$ cat src/hdl/mpaq_pkg.sv
// mpaq_pkg: shared types and codes for the media presence arm qualifier
// event kinds, input and result words, config and state structs
// no dependencies
package mpaq_pkg;

  localparam int unsigned CntW  = 8;
  localparam int unsigned AddrW = 4;
  localparam int unsigned DataW = 32;

  typedef enum logic [2:0] {
    KIND_OBSERVE    = 3'd0,
    KIND_OBS_FAILED = 3'd1,
    KIND_FAILURE    = 3'd2,
    KIND_RETRY      = 3'd3,
    KIND_BLOCK      = 3'd4,
    KIND_EJECT      = 3'd5
  } kind_e;

  typedef enum logic [1:0] {
    REG_STABLE_TARGET = 2'd0,
    REG_REARM_TARGET  = 2'd1,
    REG_RETRY_LIMIT   = 2'd2
  } reg_idx_e;

  localparam logic [CntW-1:0] StableTargetRst = 8'd3;
  localparam logic [CntW-1:0] RearmTargetRst  = 8'd3;
  localparam logic [CntW-1:0] RetryLimitRst   = 8'd3;

  typedef struct packed {
    logic [2:0] kind;
    logic       drive_seen;
    logic       media_known;
    logic       media_loaded;
    logic       failure_transient;
    logic       tray_ejected;
  } in_word_t;

  typedef struct packed {
    logic start_attempt;
    logic armed;
    logic pending_failure;
  } out_word_t;

  typedef struct packed {
    logic [CntW-1:0] stable_target;
    logic [CntW-1:0] rearm_target;
    logic [CntW-1:0] retry_limit;
  } cfg_t;

  typedef struct packed {
    logic [CntW-1:0] stable_count;
    logic [CntW-1:0] rearm_count;
    logic [CntW-1:0] transient_count;
    logic            attempt_allowed;
    logic            command_needed;
  } qual_state_t;

endpackage

$ cat src/hdl/mpaq_cfg.sv
// mpaq_cfg: apb-style register file for the three qualifier targets
// depends on mpaq_pkg
module mpaq_cfg import mpaq_pkg::*; (
  input  logic             clk_i,
  input  logic             rst_ni,
  input  logic             psel,
  input  logic             penable,
  input  logic             pwrite,
  input  logic [AddrW-1:0] paddr,
  input  logic [DataW-1:0] pwdata,
  output logic [DataW-1:0] prdata,
  output logic             pready,
  output cfg_t             cfg_o
);

  cfg_t cfg_q, cfg_d;
  logic wr_en;

  assign pready = 1'b1;
  assign wr_en  = psel & penable & pwrite & pready;

  always_comb begin
    cfg_d = cfg_q;
    if (wr_en) begin
      case (paddr[3:2])
        REG_STABLE_TARGET: cfg_d.stable_target = pwdata[CntW-1:0];
        REG_REARM_TARGET:  cfg_d.rearm_target  = pwdata[CntW-1:0];
        REG_RETRY_LIMIT:   cfg_d.retry_limit   = pwdata[CntW-1:0];
        default:           cfg_d = cfg_q;
      endcase
    end
  end

  always_ff @(posedge clk_i or negedge rst_ni) begin
    if (!rst_ni) begin
      cfg_q.stable_target <= StableTargetRst;
      cfg_q.rearm_target  <= RearmTargetRst;
      cfg_q.retry_limit   <= RetryLimitRst;
    end else begin
      cfg_q <= cfg_d;
    end
  end

  always_comb begin
    case (paddr[3:2])
      REG_STABLE_TARGET: prdata = {{(DataW-CntW){1'b0}}, cfg_q.stable_target};
      REG_REARM_TARGET:  prdata = {{(DataW-CntW){1'b0}}, cfg_q.rearm_target};
      REG_RETRY_LIMIT:   prdata = {{(DataW-CntW){1'b0}}, cfg_q.retry_limit};
      default:           prdata = '0;
    endcase
  end

  assign cfg_o = cfg_q;

endmodule

$ cat src/hdl/mpaq_core.sv
// mpaq_core: qualifier state registers and the per-word update logic
// depends on mpaq_pkg
module mpaq_core import mpaq_pkg::*; (
  input  logic      clk_i,
  input  logic      rst_ni,
  input  logic      en_i,
  input  in_word_t  word_i,
  input  cfg_t      cfg_i,
  output out_word_t res_o
);

  qual_state_t st_q, st_d;
  logic            absent;
  logic            start;
  logic [CntW-1:0] rearm_inc;
  logic [CntW-1:0] stable_inc;

  assign absent = ~word_i.drive_seen | (word_i.media_known & ~word_i.media_loaded);

  // saturating increments
  assign rearm_inc  = (st_q.rearm_count < cfg_i.rearm_target) ?
                      st_q.rearm_count + 8'd1 : st_q.rearm_count;
  assign stable_inc = (st_q.stable_count < cfg_i.stable_target) ?
                      st_q.stable_count + 8'd1 : st_q.stable_count;

  always_comb begin
    st_d  = st_q;
    start = 1'b0;
    case (word_i.kind)
      KIND_OBSERVE: begin
        if (absent) begin
          st_d.stable_count = '0;
          st_d.rearm_count  = rearm_inc;
          if (rearm_inc >= cfg_i.rearm_target) begin
            st_d.transient_count = '0;
            st_d.attempt_allowed = 1'b1;
            st_d.command_needed  = 1'b0;
          end
        end else begin
          st_d.rearm_count  = '0;
          st_d.stable_count = stable_inc;
          if (st_q.attempt_allowed && (stable_inc >= cfg_i.stable_target)) begin
            start                = 1'b1;
            st_d.attempt_allowed = 1'b0;
          end
        end
      end
      KIND_OBS_FAILED: begin
        st_d.stable_count = '0;
      end
      KIND_FAILURE: begin
        st_d.stable_count = '0;
        st_d.rearm_count  = '0;
        if (word_i.failure_transient && (st_q.transient_count < cfg_i.retry_limit)) begin
          st_d.transient_count = st_q.transient_count + 8'd1;
          st_d.attempt_allowed = 1'b1;
          st_d.command_needed  = 1'b0;
        end else begin
          st_d.attempt_allowed = 1'b0;
          st_d.command_needed  = 1'b1;
        end
      end
      KIND_RETRY: begin
        st_d.stable_count    = cfg_i.stable_target;
        st_d.rearm_count     = '0;
        st_d.transient_count = '0;
        st_d.attempt_allowed = 1'b1;
        st_d.command_needed  = 1'b0;
      end
      KIND_BLOCK: begin
        st_d = '0;
      end
      KIND_EJECT: begin
        st_d = '0;
        st_d.attempt_allowed = word_i.tray_ejected;
      end
      default: st_d = st_q;
    endcase
  end

  always_ff @(posedge clk_i or negedge rst_ni) begin
    if (!rst_ni) begin
      st_q                 <= '0;
      st_q.attempt_allowed <= 1'b1;
    end else if (en_i) begin
      st_q <= st_d;
    end
  end

  assign res_o.start_attempt   = start;
  assign res_o.armed           = st_d.attempt_allowed;
  assign res_o.pending_failure = st_d.command_needed | (st_d.transient_count != '0);

endmodule

$ cat src/hdl/media_presence_arm_qualifier_top.sv
// media_presence_arm_qualifier_top: input register, qualifier core, result register
// depends on mpaq_pkg, mpaq_cfg, mpaq_core
//
// usage
// - input channel: in_valid_i / in_stall_o carry one event word (in_data_i)
// - output channel: out_valid_o / out_stall_i carry one result word per event
// - a word moves at a rising edge with valid high and stall low
// - config: apb-style port, stable_target at 0x0, rearm_target at 0x4,
//   retry_limit at 0x8; write only while no event is in flight
// - the event word moves through the input register and then the result
//   register; a stalled result holds it in the input register
// - throughput: one event per cycle while the receiver does not stall, set by the
//   combinational state update between the input register and the result register
// - the result register frees itself in the cycle it is taken, so a new
//   event is accepted while a finished result waits
// - when the receiver stalls, the result holds; one more event waits in the
//   input register, and then in_stall_o rises
// - reset clears both valid flags, arms the block, zeroes all counters and
//   loads each target register with 3
module media_presence_arm_qualifier_top import mpaq_pkg::*; (
  input  logic             clk_i,
  input  logic             rst_ni,
  input  logic             in_valid_i,
  output logic             in_stall_o,
  input  in_word_t         in_data_i,
  output logic             out_valid_o,
  input  logic             out_stall_i,
  output out_word_t        out_data_o,
  input  logic             psel,
  input  logic             penable,
  input  logic             pwrite,
  input  logic [AddrW-1:0] paddr,
  input  logic [DataW-1:0] pwdata,
  output logic [DataW-1:0] prdata,
  output logic             pready
);

  cfg_t      cfg;
  in_word_t  s1_word_q;
  logic      s1_valid_q, s1_valid_d;
  logic      out_valid_q, out_valid_d;
  out_word_t out_word_q;
  out_word_t res;
  logic      advance;
  logic      in_take;

  mpaq_cfg u_cfg (
    .clk_i   (clk_i),
    .rst_ni  (rst_ni),
    .psel    (psel),
    .penable (penable),
    .pwrite  (pwrite),
    .paddr   (paddr),
    .pwdata  (pwdata),
    .prdata  (prdata),
    .pready  (pready),
    .cfg_o   (cfg)
  );

  // the state updates exactly when an event leaves the input register
  mpaq_core u_core (
    .clk_i  (clk_i),
    .rst_ni (rst_ni),
    .en_i   (advance),
    .word_i (s1_word_q),
    .cfg_i  (cfg),
    .res_o  (res)
  );

  // event moves on when the result register is empty or being drained
  assign advance    = s1_valid_q & (~out_valid_q | ~out_stall_i);
  assign in_stall_o = s1_valid_q & ~advance;
  assign in_take    = in_valid_i & ~in_stall_o;

  always_comb begin
    s1_valid_d = s1_valid_q;
    if (in_take) begin
      s1_valid_d = 1'b1;
    end else if (advance) begin
      s1_valid_d = 1'b0;
    end
  end

  always_comb begin
    out_valid_d = out_valid_q;
    if (advance) begin
      out_valid_d = 1'b1;
    end else if (out_valid_q && !out_stall_i) begin
      out_valid_d = 1'b0;
    end
  end

  always_ff @(posedge clk_i or negedge rst_ni) begin
    if (!rst_ni) begin
      s1_valid_q  <= 1'b0;
      out_valid_q <= 1'b0;
    end else begin
      s1_valid_q  <= s1_valid_d;
      out_valid_q <= out_valid_d;
    end
  end

  // payload registers, no reset
  always_ff @(posedge clk_i) begin
    if (in_take) begin
      s1_word_q <= in_data_i;
    end
    if (advance) begin
      out_word_q <= res;
    end
  end

  assign out_valid_o = out_valid_q;
  assign out_data_o  = out_word_q;

`ifndef SYNTHESIS
  // input only backs up behind a stalled result
  a_stall_cause: assert property (@(posedge clk_i) disable iff (!rst_ni)
    in_stall_o |-> (out_valid_o && out_stall_i))
    else $error("input stalled without a stalled result");

  // a start pulse always disarms
  a_start_disarms: assert property (@(posedge clk_i) disable iff (!rst_ni)
    (out_valid_o && out_data_o.start_attempt) |-> !out_data_o.armed)
    else $error("start pulse with block still armed");

  // a new result comes only from an event held in the input register
  a_result_source: assert property (@(posedge clk_i) disable iff (!rst_ni)
    (out_valid_o && !$past(out_valid_o)) |-> $past(s1_valid_q))
    else $error("result without a source event");
`endif

endmodule

$ cat config.mk
export PLATFORM = sky130hd
export DESIGN_NAME = media_presence_arm_qualifier_top
export DESIGN_NICKNAME = d
export VERILOG_FILES = /design/src/hdl/mpaq_pkg.sv /design/src/hdl/mpaq_cfg.sv /design/src/hdl/mpaq_core.sv /design/src/hdl/media_presence_arm_qualifier_top.sv
export SDC_FILE = /design/constraint.sdc
export NUM_CORES = 1
export LEC_CHECK = 0
export CAP_MARGIN = 30
export CORE_MARGIN = 3
export CORE_UTILIZATION = 25
export CTS_CLUSTER_DIAMETER = 40
export DETAILED_ROUTE_END_ITERATION = 16
export DONT_BUFFER_PORTS = 1
export SETUP_SLACK_MARGIN = 0.05
export SLEW_MARGIN = 10
export SYNTH_ARGS = -nofsm -noshare
export SYNTH_HDL_FRONTEND = slang
export SYNTH_SLANG_ARGS = --single-unit
$ cat constraint.sdc
create_clock -name clk_i -period 3.5 [get_ports clk_i]
set_input_delay 0 -clock clk_i [delete_from_list [all_inputs] [get_ports clk_i]]
set_output_delay 0 -clock clk_i [all_outputs]
set_load 0.005 [all_outputs]
==> metrics.yaml <==
syn_area_mm2: 0.00459
yosysWarningCount: 0
yosys-top-cells-area: "dfrtp_1 25%, ha_1 11%, edfxtp_1 7.2%"
tightestPinTransition_ns: 0.807
fin_crit_ns: 3.62
drive_gt1_frac: 0.225
critPathLaunch: "u_cfg.cfg_o[9]"
ir_drop_mv: 0.266
skew_ns: 0.00826
drc: 0
fin_nets: 667
cts-root-buf: "clkbuf_16"
violations: "setup timing"
run_status: "finished with violations"
crit_path_max_fanout: 4
hold_path_class: "in -> reg"
synth_area_per_cell_um2: 9.07
timing.fmax_mhz: 277
vias: 3918
route.met3.wl_um: 595
die_y_um: 142
fin_crit_sh: 1.03
cts_buffer_depth: 2
rsz0062_at_grt: "true"
max_cap_viol_count: 0
cts_sinks: 63
place_ws_ns: -0.324
setup_viol: 9
drt_iter0_markers: 311
synthArstFlopShare: 0.825
synth-edff-count: 11
htree_num_levels: 3
design.core.area_mm2: 0.0177
grt_use_total: 0.122
grt_pass1_wl_um: 19400
crit_arrival_ns: 3.69
wl_per_cell_um: 15.4
p_leak_nw: 2.64
routabilityCongestion: 0.840
synth_top_area_frac: 0.245
netlist_top_cells_count: "50 x nand2_1, 45 x dfrtp_1, 42 x o21ai_0"
yosysSeqAreaShare: 0.357
rr_startpoint: "u_cfg.cfg_o[9]"
crit_path_start_kind: "flip-flop"
rrSetupSlack_ns: -0.12
top_layer: "met4"
crit_required_ns: 3.57
dp_hpwl_um: 9110
met2_length_um: 5810
ant_nets: 0
routed_via_density: 4.86
clkTransAtPathRegs_ns: 0.06
power.density_mw_per_mm2: 479
syn_to_final_growth_pct: 28.9
portBuffers: 0
first_global_vias: 3677
fillers: 1782
fp-row-count: 48
synth_top_area_cell: "dfrtp_1"
die_area_mm2: 0.0200
setup_ws_ns: -0.115
antenna_found_initial: 0
synth.most_common_cell: "nand2_1"
grt_max_degree: 53
critPathCaptureType: "flip-flop"
hold_ws_ns: 0.0269
netlist_instances: 506
initial_core_util: 0.260
numCtsBuffers: 9
io_pins: 89
crit_type: "reg -> reg"
synth.distinct_cells: 60
dominantRegCellSynth: "dfrtp_1"
drt-pass1-iter-count: 5
die_w_um: 142
worst_skew_pair.late_latency_ns: 0.34
wl_um: 12400
relSlewSlack: 0.460
holdCritStartpoint: "paddr[2]"
cts_tree: "done"
n_antenna_cell: 0
grt_remaining_overflow: 0
wirelength_met1_um: 5850
final_max_slew_viol_count: 0
finalHoldViolCount: 0
ys_seq_elements: 63
==> layer usage <==
layer,global-route usage,up-vias
li1,-,1944
met1,0.165,1856
met2,0.193,105
met3,0.0293,13
met4,0.0359,0
met5,0,-
==> through the flow <==
stage	power, mW	cells	area [µm²]	util	TNS [ns]
2_1_floorplan	1.46	529	4690	-	0
3_3_place_gp	1.71	756	5040	0.286	-2.31
3_5_place_dp	1.72	756	5040	0.286	-2.83
4_1_cts	2.82	799	5750	0.326	-0.0305
5_1_grt	3.02	806	5920	0.335	-2.30
6_report	2.84	806	5920	0.335	-0.515
==> path summary, 6_finish.rpt <==
check / cells after the start / to
max: 16 / out_data_o[0]
min: 4 / u_cfg.cfg_o[17]
max reg2reg: 16 / out_data_o[0]
min reg2reg: 1 / out_valid_o
max in group asynchronous: 2 / u_core.st_q[1]
min in group asynchronous: 2 / u_cfg.cfg_o[12]
==> report_power, final <==
group	internal, mW	switching (mW)
logic	0.437	0.465
registers	0.869	0.0879
clock network	0.632	0.348
==> critical path: stages (launching register included) <==
cell	delay, ns
dfstp_2	0.54
inv_2	0.05
ha_4	0.15
a21oi_2	0.10
o21ai_1	0.08
a311o_1	0.30
o21a_2	0.26
nor3_2	0.20
xor2_1	0.09
ha_1	0.31
a21oi_1	0.08
o21ai_1	0.27
a21oi_2	0.08
buf_4	0.15
or4_4	0.41
a22oi_1	0.19
nand4_1	0.11
==> area by class of cell <==
class	instances	area (µm²)	share of cell area
tap	225	282	0.0475
clock buffer	12	278	0.0469
inverter	33	124	0.0209
sequential	63	1640	0.277
multi-input combinational	390	2870	0.485
clock inverter	4	50.0	0.00845
timing repair buffer	79	678	0.115
==> layout by cell type, fill, tap and decap left out, types with 12 or more instances in the layout <==
cell           synthesis  routed
buf_4                 25      54
dlygate4sd3_1          0      20
nand2_1               50      50
nand3_1               17      17
o21ai_0               42      37
conb_1                 2      25
nor2_1                22      21
ha_1                  40      34
dfrtp_1               45      45
a31oi_1               12      12
inv_1                 33      28
==> timing repair <==
action                                  CTS  global route
endpoints found under the hold margin    86             0
pin swaps                                21            11
setup buffers                             6             7
endpoints found under the setup margin   11            13
hold buffers                             21             0
resized for setup                        24            21
==> cell families after synthesis <==
logic type,after synthesis,synth area share
AND/OR/NAND/NOR,149,0.159
AO/OA/AOI/OAI,138,0.207
buffers and inverters,76,0.0839
flip-flops,63,0.357
adder cells (fa/ha/maj),40,0.109
multiplexers,23,0.0534
XOR/XNOR,15,0.0286
other,2,0.00164
==> state kept, by name (all words and copies together), names as in the netlist <==
| signal | cells |
|---|---|
| s1_word_q | 8 |
| u_core.st_q | 26 |
| out_data_o | 3 |
| out_valid_o | 1 |
| u_cfg.cfg_o | 24 |
| s1_valid_q | 1 |
(Power assumes the default switching activity.)
